File: src/rtl/rfr_pkg.sv
// Shared types, constants and helper functions for the radio frame receive filter relay.
// No dependencies; every other file in rtl/ uses it by scoped names.
package rfr_pkg;

    localparam int FRAME_LEN   = 8;
    localparam int RELAY_COUNT = 4;
    localparam int SRC_POS     = 2;
    localparam int DST_POS     = 1;

    localparam int BYTE_W      = 8;
    localparam int FRAME_W     = 64;
    localparam int RELAY_SLOTS = 4;
    localparam int POS_W       = $clog2(FRAME_LEN);
    localparam int RIDX_W      = (RELAY_COUNT > 1) ? $clog2(RELAY_COUNT) : 1;
    localparam int QUEUE_DEPTH = 2;
    localparam int QPTR_W      = (QUEUE_DEPTH > 1) ? $clog2(QUEUE_DEPTH) : 1;
    localparam int QCNT_W      = $clog2(QUEUE_DEPTH + 1);
    localparam int CFG_IDX_W   = 3;

    localparam logic [1:0] ENC_OFF  = 2'd0;
    localparam logic [1:0] ENC_FULL = 2'd3;

    localparam logic CMD_BYTE = 1'b0;
    localparam logic CMD_TICK = 1'b1;

    localparam logic KIND_DELIVER = 1'b0;
    localparam logic KIND_RELAY   = 1'b1;

    localparam logic [CFG_IDX_W-1:0] REG_NETWORK_ID     = 3'd0;
    localparam logic [CFG_IDX_W-1:0] REG_ENC_MODE       = 3'd1;
    localparam logic [CFG_IDX_W-1:0] REG_KEY_BYTES      = 3'd2;
    localparam logic [CFG_IDX_W-1:0] REG_RELAY_ADDRS    = 3'd3;
    localparam logic [CFG_IDX_W-1:0] REG_BROADCAST_ADDR = 3'd4;
    localparam logic [CFG_IDX_W-1:0] REG_TIMEOUT_TICKS  = 3'd5;

    typedef struct packed {
        logic [7:0]  network_id;
        logic [1:0]  enc_mode;
        logic [63:0] key_bytes;
        logic [31:0] relay_addrs;
        logic [7:0]  broadcast_addr;
        logic [15:0] timeout_ticks;
    } cfg_t;

    typedef struct packed {
        logic               valid;
        logic [FRAME_W-1:0] data;
    } frame_word_t;

    // per-byte XOR mask for the current mode; bytes past the frame are zero
    function automatic logic [FRAME_W-1:0] key_mask(input logic [63:0] key,
                                                    input logic [1:0] mode);
        logic [FRAME_W-1:0] m;
        m = '0;
        for (int i = 0; i < FRAME_LEN; i++) begin
            if ((i == 0) ? (mode == ENC_FULL) : (mode != ENC_OFF)) begin
                m[i*BYTE_W +: BYTE_W] = key[i*BYTE_W +: BYTE_W];
            end
        end
        return m;
    endfunction

    function automatic logic [BYTE_W-1:0] relay_at(input logic [31:0] relays,
                                                   input int idx);
        logic [BYTE_W-1:0] r;
        r = '0;
        for (int i = 0; i < RELAY_SLOTS; i++) begin
            if (i == idx) begin
                r = relays[i*BYTE_W +: BYTE_W];
            end
        end
        return r;
    endfunction

endpackage

File: src/rtl/rfr_rx_front.sv
// Receive front end: byte assembly, descrambling, timeout and network id filter.
// Depends on rfr_pkg; feeds completed plaintext frames to rfr_frame_fifo.
module rfr_rx_front (
    input  logic                        aclk,
    input  logic                        aresetn,
    input  rfr_pkg::cfg_t               cfg,
    input  logic                        s_tvalid,
    output logic                        s_tready,
    input  logic [7:0]                  s_tdata,   // rx_byte
    input  logic [0:0]                  s_tuser,   // command
    input  logic                        q_full,
    output rfr_pkg::frame_word_t        q_push
);

    logic [rfr_pkg::POS_W-1:0]   pos_reg, pos_next;
    logic [15:0]                 tmo_reg, tmo_next;
    logic [rfr_pkg::BYTE_W-1:0]  fbuf_reg [rfr_pkg::FRAME_LEN];
    logic [rfr_pkg::FRAME_W-1:0] mask;
    logic [rfr_pkg::BYTE_W-1:0]  rx;
    logic [rfr_pkg::FRAME_W-1:0] frame;
    logic                        accept, is_byte, complete;

    assign s_tready = !q_full;
    assign accept   = s_tvalid && s_tready;
    assign is_byte  = (s_tuser[0] == rfr_pkg::CMD_BYTE);
    assign complete = (pos_reg == rfr_pkg::POS_W'(rfr_pkg::FRAME_LEN - 1));
    assign mask     = rfr_pkg::key_mask(cfg.key_bytes, cfg.enc_mode);
    assign rx       = s_tdata ^ mask[pos_reg*rfr_pkg::BYTE_W +: rfr_pkg::BYTE_W];

    always_comb begin
        frame = '0;
        for (int i = 0; i < rfr_pkg::FRAME_LEN; i++) begin
            frame[i*rfr_pkg::BYTE_W +: rfr_pkg::BYTE_W] =
                (i == rfr_pkg::FRAME_LEN - 1) ? rx : fbuf_reg[i];
        end
    end

    always_comb begin
        pos_next    = pos_reg;
        tmo_next    = tmo_reg;
        q_push.valid = 1'b0;
        q_push.data  = frame;
        if (accept) begin
            if (!is_byte) begin
                if (tmo_reg == '0) begin
                    pos_next = '0;
                end else begin
                    tmo_next = tmo_reg - 16'd1;
                end
            end else if (complete) begin
                pos_next     = '0;
                q_push.valid = (frame[rfr_pkg::BYTE_W-1:0] == cfg.network_id);
            end else begin
                pos_next = pos_reg + rfr_pkg::POS_W'(1);
                if (pos_reg == '0) begin
                    tmo_next = cfg.timeout_ticks;
                end
            end
        end
    end

    always_ff @(posedge aclk) begin
        if (!aresetn) begin
            pos_reg <= '0;
            tmo_reg <= '0;
        end else begin
            pos_reg <= pos_next;
            tmo_reg <= tmo_next;
        end
    end

    always_ff @(posedge aclk) begin
        if (accept && is_byte) begin
            fbuf_reg[pos_reg] <= rx;
        end
    end

endmodule

File: src/rtl/rfr_frame_fifo.sv
// Short frame queue between the receive front end and the relay back end.
// Depends on rfr_pkg for depth and word type.
module rfr_frame_fifo (
    input  logic                        aclk,
    input  logic                        aresetn,
    input  rfr_pkg::frame_word_t        push,
    output logic                        full,
    input  logic                        pop,
    output rfr_pkg::frame_word_t        head
);

    logic [rfr_pkg::FRAME_W-1:0] mem_reg [rfr_pkg::QUEUE_DEPTH];
    logic [rfr_pkg::QPTR_W-1:0]  wr_reg, wr_next, rd_reg, rd_next;
    logic [rfr_pkg::QCNT_W-1:0]  cnt_reg, cnt_next;
    logic                        do_push, do_pop;

    assign full       = (cnt_reg == rfr_pkg::QCNT_W'(rfr_pkg::QUEUE_DEPTH));
    assign head.valid = (cnt_reg != '0);
    assign head.data  = mem_reg[rd_reg];
    assign do_push    = push.valid && !full;
    assign do_pop     = pop && head.valid;

    function automatic logic [rfr_pkg::QPTR_W-1:0] ptr_inc(
            input logic [rfr_pkg::QPTR_W-1:0] p);
        return (p == rfr_pkg::QPTR_W'(rfr_pkg::QUEUE_DEPTH - 1)) ?
               '0 : p + rfr_pkg::QPTR_W'(1);
    endfunction

    always_comb begin
        wr_next  = do_push ? ptr_inc(wr_reg) : wr_reg;
        rd_next  = do_pop ? ptr_inc(rd_reg) : rd_reg;
        cnt_next = cnt_reg;
        if (do_push && !do_pop) begin
            cnt_next = cnt_reg + rfr_pkg::QCNT_W'(1);
        end else if (do_pop && !do_push) begin
            cnt_next = cnt_reg - rfr_pkg::QCNT_W'(1);
        end
    end

    always_ff @(posedge aclk) begin
        if (!aresetn) begin
            wr_reg  <= '0;
            rd_reg  <= '0;
            cnt_reg <= '0;
        end else begin
            wr_reg  <= wr_next;
            rd_reg  <= rd_next;
            cnt_reg <= cnt_next;
        end
    end

    always_ff @(posedge aclk) begin
        if (do_push) begin
            mem_reg[wr_reg] <= push.data;
        end
    end

endmodule

File: src/rtl/rfr_relay_back.sv
// Relay back end: emits the delivery word, then scans relays and emits retransmits.
// Depends on rfr_pkg; pulls frames from rfr_frame_fifo and drives the result channel.
module rfr_relay_back (
    input  logic                        aclk,
    input  logic                        aresetn,
    input  rfr_pkg::cfg_t               cfg,
    input  rfr_pkg::frame_word_t        q_head,
    output logic                        q_pop,
    output logic                        m_tvalid,
    input  logic                        m_tready,
    output logic [63:0]                 m_tdata,   // frame_data
    output logic [0:0]                  m_tuser,   // kind
    output logic                        m_tlast
);

    localparam logic [1:0] ST_IDLE    = 2'd0;
    localparam logic [1:0] ST_DELIVER = 2'd1;
    localparam logic [1:0] ST_RELAY   = 2'd2;

    logic [1:0]                  state_reg, state_next;
    logic [rfr_pkg::RIDX_W-1:0]  idx_reg, idx_next;
    logic [rfr_pkg::FRAME_W-1:0] frame_reg, frame_next;
    logic                        vld_reg, vld_next;
    logic [rfr_pkg::FRAME_W-1:0] data_reg, data_next;
    logic                        kind_reg, kind_next;
    logic                        last_reg, last_next;

    logic [rfr_pkg::BYTE_W-1:0]  src, dst, r, new_dst;
    logic [rfr_pkg::FRAME_W-1:0] frame_new;
    logic                        slot_free, match_cur;

    // true when some relay at or after index lo would match with destination d
    function automatic logic any_from(input int lo, input logic [7:0] s,
                                      input logic [7:0] d, input rfr_pkg::cfg_t c);
        logic       hit;
        logic [7:0] rj;
        hit = 1'b0;
        for (int j = 0; j < rfr_pkg::RELAY_COUNT; j++) begin
            rj = rfr_pkg::relay_at(c.relay_addrs, j);
            if (j >= lo && rj != '0 &&
                (s == rj || d == rj || d == c.broadcast_addr)) begin
                hit = 1'b1;
            end
        end
        return hit;
    endfunction

    assign src       = frame_reg[rfr_pkg::SRC_POS*rfr_pkg::BYTE_W +: rfr_pkg::BYTE_W];
    assign dst       = frame_reg[rfr_pkg::DST_POS*rfr_pkg::BYTE_W +: rfr_pkg::BYTE_W];
    assign r         = rfr_pkg::relay_at(cfg.relay_addrs, int'(idx_reg));
    assign match_cur = (r != '0) && (src == r || dst == r || dst == cfg.broadcast_addr);
    assign new_dst   = (dst == cfg.broadcast_addr && src != r) ? r : dst;
    assign slot_free = !vld_reg || m_tready;
    assign q_pop     = (state_reg == ST_IDLE) && q_head.valid;

    always_comb begin
        frame_new = frame_reg;
        frame_new[rfr_pkg::DST_POS*rfr_pkg::BYTE_W +: rfr_pkg::BYTE_W] = new_dst;
    end

    always_comb begin
        state_next = state_reg;
        idx_next   = idx_reg;
        frame_next = frame_reg;
        vld_next   = vld_reg && !m_tready;
        data_next  = data_reg;
        kind_next  = kind_reg;
        last_next  = last_reg;
        case (state_reg)
            ST_IDLE: begin
                if (q_head.valid) begin
                    frame_next = q_head.data;
                    idx_next   = '0;
                    state_next = ST_DELIVER;
                end
            end
            ST_DELIVER: begin
                if (slot_free) begin
                    vld_next   = 1'b1;
                    data_next  = frame_reg;
                    kind_next  = rfr_pkg::KIND_DELIVER;
                    last_next  = !any_from(0, src, dst, cfg);
                    state_next = last_next ? ST_IDLE : ST_RELAY;
                end
            end
            ST_RELAY: begin
                if (slot_free) begin
                    idx_next = idx_reg + rfr_pkg::RIDX_W'(1);
                    if (match_cur) begin
                        vld_next   = 1'b1;
                        data_next  = frame_new ^
                                     rfr_pkg::key_mask(cfg.key_bytes, cfg.enc_mode);
                        kind_next  = rfr_pkg::KIND_RELAY;
                        last_next  = !any_from(int'(idx_reg) + 1, src, new_dst, cfg);
                        frame_next = frame_new;
                        if (last_next) begin
                            state_next = ST_IDLE;
                        end
                    end
                end
            end
            default: begin
                state_next = ST_IDLE;
            end
        endcase
    end

    always_ff @(posedge aclk) begin
        if (!aresetn) begin
            state_reg <= ST_IDLE;
            vld_reg   <= 1'b0;
        end else begin
            state_reg <= state_next;
            vld_reg   <= vld_next;
        end
    end

    always_ff @(posedge aclk) begin
        idx_reg   <= idx_next;
        frame_reg <= frame_next;
        data_reg  <= data_next;
        kind_reg  <= kind_next;
        last_reg  <= last_next;
    end

    assign m_tvalid   = vld_reg;
    assign m_tdata    = data_reg;
    assign m_tuser[0] = kind_reg;
    assign m_tlast    = last_reg;

endmodule

File: src/rtl/radio_frame_receive_filter_relay_top.sv
// Top level of the radio frame receive filter relay: configuration registers and wiring.
// Depends on rfr_pkg, rfr_rx_front, rfr_frame_fifo and rfr_relay_back.
//
// Each input word (a received byte or a timer tick) is taken while the two-entry
// frame queue has room; s_tready drops only when both entries hold frames.
// A completed frame whose id byte matches is fetched by the back end when it is idle;
// it then emits the delivery word and scans the relays in index order, emitting one
// retransmit word for each match and stopping after the final match. Any output
// stall holds the back end until the pending result word is taken.
// The last result word of a frame carries m_tlast. The configuration channel is always
// ready; writes to indexes beyond the register list are ignored.
module radio_frame_receive_filter_relay_top (
    input  logic        aclk,
    input  logic        aresetn,
    input  logic        s_tvalid,
    output logic        s_tready,
    input  logic [7:0]  s_tdata,    // rx_byte[7:0]
    input  logic [0:0]  s_tuser,    // command
    output logic        m_tvalid,
    input  logic        m_tready,
    output logic [63:0] m_tdata,    // frame_data[63:0]
    output logic [0:0]  m_tuser,    // kind
    output logic        m_tlast,
    input  logic        cfg_valid,
    output logic        cfg_ready,
    input  logic [2:0]  cfg_index,
    input  logic [63:0] cfg_data
);

    rfr_pkg::cfg_t        cfg_reg;
    rfr_pkg::frame_word_t q_push, q_head;
    logic                 q_full, q_pop;

    assign cfg_ready = 1'b1;

    always_ff @(posedge aclk) begin
        if (!aresetn) begin
            cfg_reg.network_id     <= 8'd0;
            cfg_reg.enc_mode       <= rfr_pkg::ENC_OFF;
            cfg_reg.key_bytes      <= 64'd0;
            cfg_reg.relay_addrs    <= 32'd0;
            cfg_reg.broadcast_addr <= 8'd255;
            cfg_reg.timeout_ticks  <= 16'd1000;
        end else if (cfg_valid && cfg_ready) begin
            case (cfg_index)
                rfr_pkg::REG_NETWORK_ID:     cfg_reg.network_id     <= cfg_data[7:0];
                rfr_pkg::REG_ENC_MODE:       cfg_reg.enc_mode       <= cfg_data[1:0];
                rfr_pkg::REG_KEY_BYTES:      cfg_reg.key_bytes      <= cfg_data;
                rfr_pkg::REG_RELAY_ADDRS:    cfg_reg.relay_addrs    <= cfg_data[31:0];
                rfr_pkg::REG_BROADCAST_ADDR: cfg_reg.broadcast_addr <= cfg_data[7:0];
                rfr_pkg::REG_TIMEOUT_TICKS:  cfg_reg.timeout_ticks  <= cfg_data[15:0];
                default: begin
                end
            endcase
        end
    end

    rfr_rx_front u_front (
        .aclk     (aclk),
        .aresetn  (aresetn),
        .cfg      (cfg_reg),
        .s_tvalid (s_tvalid),
        .s_tready (s_tready),
        .s_tdata  (s_tdata),
        .s_tuser  (s_tuser),
        .q_full   (q_full),
        .q_push   (q_push)
    );

    rfr_frame_fifo u_queue (
        .aclk    (aclk),
        .aresetn (aresetn),
        .push    (q_push),
        .full    (q_full),
        .pop     (q_pop),
        .head    (q_head)
    );

    rfr_relay_back u_back (
        .aclk     (aclk),
        .aresetn  (aresetn),
        .cfg      (cfg_reg),
        .q_head   (q_head),
        .q_pop    (q_pop),
        .m_tvalid (m_tvalid),
        .m_tready (m_tready),
        .m_tdata  (m_tdata),
        .m_tuser  (m_tuser),
        .m_tlast  (m_tlast)
    );

`ifndef SYNTHESIS
    a_pop_nonempty: assert property (@(posedge aclk) disable iff (!aresetn)
        q_pop |-> q_head.valid)
        else $error("frame queue popped while empty");

    a_reset_clean: assert property (@(posedge aclk)
        !aresetn |=> !m_tvalid && s_tready)
        else $error("result or queue state survived reset");

    a_push_room: assert property (@(posedge aclk) disable iff (!aresetn)
        q_push.valid |-> !q_full)
        else $error("completed frame pushed into a full queue");
`endif

endmodule
File: config.mk
export PLATFORM = sky130hd
export DESIGN_NAME = radio_frame_receive_filter_relay_top
export DESIGN_NICKNAME = d
export VERILOG_FILES = /design/src/rtl/rfr_pkg.sv /design/src/rtl/rfr_rx_front.sv /design/src/rtl/rfr_frame_fifo.sv /design/src/rtl/rfr_relay_back.sv /design/src/rtl/radio_frame_receive_filter_relay_top.sv
export SDC_FILE = /design/constraint.sdc
export NUM_CORES = 1
export LEC_CHECK = 0
export ABC_AREA = 1
export BUFFER_PORTS_ARGS = -buffer_cell sky130_fd_sc_hd__buf_4
export CORE_MARGIN = 3
export CORE_UTILIZATION = 45
export DETAILED_ROUTE_END_ITERATION = 10
export PLACE_DENSITY_LB_ADDON = 0.12
export SKIP_CTS_REPAIR_TIMING = 1
export SLEW_MARGIN = 15
export SYNTH_ARGS = -nofsm -noshare
export SYNTH_HDL_FRONTEND = slang
export SYNTH_SLANG_ARGS = --single-unit
File: constraint.sdc
create_clock -name aclk -period 9.4 [get_ports aclk]
set_input_delay 1.88 -clock aclk [delete_from_list [all_inputs] [get_ports aclk]]
set_output_delay 1.88 -clock aclk [all_outputs]
set_load 0.1 [all_outputs]
==> flow_summary.toml <==
[placement]
dp_cells = 2890
place_hpwl_mm = 47.81
placed_cell_area_um2 = 22630
io_buffers = 148
gp_congestion = 0.9917

[layout]
area_growth_pct = 16.02
fill_cells = 4228
design_area_um2 = 24310
layout_commonest_cell = "nand2_1"
largest_reg_flops = 130
final_nets = 2437
stdcell_count = 2982
layout_common_cells = "nand2_1 (427), nor2_1 (331), edfxtp_1 (316)"
final_core_util = 0.5324
drive_gt1_frac = 0.1205

[worst_setup_path]
cp.arrival_ns = 4.66
crit_required_ns = 9.62
r2r_start = "u_back.idx_reg[0]$_SDFFCE_PN0P_"
cpMaxStageDelayCell = "buf_4"
path_cells = "inv_1 > ha_1 > inv_1 > nand3_1 > nand2_1 > nand2_1 > nand2_1 > nand2_1 > nand2_1 > nor2_1 > nand2_2 > nand3_1 > a21oi_1 > nor2_1 > nand2_1 > nor2_4 > buf_4"
cp-startpoint = "u_back.idx_reg[0]$_SDFFCE_PN0P_"
endpoint = "u_back.m_tdata[11]$_DFFE_PP_"
max_stage_delay_ns = 0.74
r2r_slack_ns = 4.96
reg2reg_to = "u_back.m_tdata[11]$_DFFE_PP_"
worst_r2r_path_depth = 17
startpoint_type = "flop"
critPathMaxFanout = 61
crit_type = "reg2reg"
crit_top_cell = "nand2_1"
setup.worst_path.end_class = "flop"

[timing]
clock_skew_ns = 0.02396
fin_crit_ns = 4.440
min_period_over_period = 0.4724
max_freq_mhz = 225.2
rsz0062_at_grt = "no"
finalMaxSlewViolations = 0
worst_pin_slew_ns = 1.072
tns_ns = 0
final-setup-viol-count = 0
finalHoldViolCount = 0
slew_headroom = 0.2855

[detailed_routing]
initialDrtViolationCount = 1697
ant_nets = 0
dr.pass1.iters = 6
vias = 16560
via_per_inst = 5.552
wire_per_inst_um = 23.07
drc_errors = 0
wirelength_mm = 68.79

[clocking]
path_clk_slew_ns = 0.06
cts_num_sinks = 473
cts_tree = "yes"
root_buffer = "clkbuf_16"
cts_made_buffers = 49
cts_buffer_depth = 3
h-tree-depth = 2
worstSkewPairLatency_ns = 0.61

[floorplan]
die_y_um = 221.8
initial_core_util = 0.4588
die_area_um2 = 49200
core.rowCount = 78
fp.dieW_um = 221.8
design.core.area_um2 = 45670
ios = 150

[worst_hold_path]
hold_path.class = "reg2reg"

[global_route]
grt_pass1_wl_mm = 101.4
grt_antenna_before_repair = 0
grt_pass1_vias = 15630
grt_max_degree = 101
gr-usage-all-layers = 0.2737
grt-ovfl-total = 0

[yosys]
synth_cells = 2224
synth_top_flop_cell = "edfxtp_1"
synth.cell_area_um2 = 20960
syn_area_per_cell_um2 = 9.423
async_reset_ff_frac = 0
ys_types = 42
yosys_warnings = 0
syn-num-nets = 2320
synth_edf_count = 316
ys_seq_area_frac = 0.6028
ys_seq_elements = 473

[run_status]
status = "finished, final reports clean"

[pwr]
power_leakage_nw = 9.452
max-vdd-ir-drop_uv = 271.4
p_per_area_nw_per_um2 = 308.7

[run]
drv_cap = 0
## report_power, final
group / total (mW) / internal (mW) / switching, mW
clock: 2.03 / 1.18 / 0.844
sequential: 2.89 / 2.67 / 0.219
combinational: 2.59 / 0.558 / 2.03
total: 7.51 / 4.41 / 3.10
## worst min path at each step
stage	from	endpoint	cells after the start
3_3_place_gp	u_front.fbuf_reg[3][4]$_DFFE_PP_	u_queue.mem_reg[0][28]$_DFFE_PP_	0
2_1_floorplan	u_front.fbuf_reg[1][2]$_DFFE_PP_	u_queue.mem_reg[0][10]$_DFFE_PP_	0
4_1_cts	u_front.fbuf_reg[1][2]$_DFFE_PP_	u_queue.mem_reg[1][10]$_DFFE_PP_	0
5_1_grt	u_front.fbuf_reg[1][2]$_DFFE_PP_	u_queue.mem_reg[1][10]$_DFFE_PP_	0
6_report	u_front.fbuf_reg[1][2]$_DFFE_PP_	u_queue.mem_reg[1][10]$_DFFE_PP_	0
3_5_place_dp	u_front.fbuf_reg[5][3]$_DFFE_PP_	u_queue.mem_reg[1][43]$_DFFE_PP_	0
## cell type report
class / count / area [um2] / area share
antenna: 1 / 2.502 / 0.0001029
clock buffer: 58 / 1290 / 0.05305
clock inverter: 33 / 395.4 / 0.01626
inverter: 191 / 716.9 / 0.02949
multi-input combinational: 1456 / 7249 / 0.2982
sequential: 473 / 12630 / 0.5196
tap: 600 / 750.7 / 0.03088
timing repair buffer: 170 / 1276 / 0.05249
## Yosys cell counts, types with 15 or more instances
cell type,instances,share of area
a21oi_1,118,0.028
clkbuf_1,81,0.015
dfxtp_1,157,0.15
edfxtp_1,316,0.45
ha_1,15,0.0090
inv_1,181,0.032
nand2_1,427,0.076
nand3_1,72,0.017
nand4_1,30,0.0090
nor2_1,333,0.060
nor3_1,17,0.0041
o211ai_1,15,0.0054
o21ai_0,218,0.052
o22ai_1,28,0.0084
xnor2_1,60,0.025
xor2_1,56,0.023
## critical path, delay by kind of cell (launching register included)
family / cells / cell delay [ns]
compound gates: 1 / 0.12
simple gates: 12 / 1.75
buf+inv: 3 / 1.14
fa+ha+maj: 1 / 0.48
flops: 1 / 0.49
## routing by layer
layer  vias up  GRT usage  share of wire
met5         -          0              0
met1      8016     0.3908           0.44
met4         0    0.08937          0.032
li1       7720          -              -
met3       125    0.05534          0.083
met2       694     0.4209           0.45
## stage by stage
step,total power [mW],hold slack [ns],setup slack (ns)
finish,7.506,0.4393,4.960
global route,7.817,0.4432,4.474
floorplan,4.727,0.4215,3.090
global placement,5.488,0.4227,4.609
detailed placement,5.510,0.4296,4.594
CTS,7.544,0.4252,4.941
## kinds of logic after synthesis
| family | count (synthesis) | synth area share |
|---|---|---|
| adder cells (fa/ha/maj) | 15 | 0.008956 |
| flip-flops | 473 | 0.6028 |
| XOR/XNOR | 116 | 0.04848 |
| other | 1 | 0.0001789 |
| AND/OR/NAND/NOR | 913 | 0.1783 |
| buffers and inverters | 295 | 0.05529 |
| AO/OA/AOI/OAI | 411 | 0.1060 |
No activity file was read; power rests on OpenSTA's default activity.
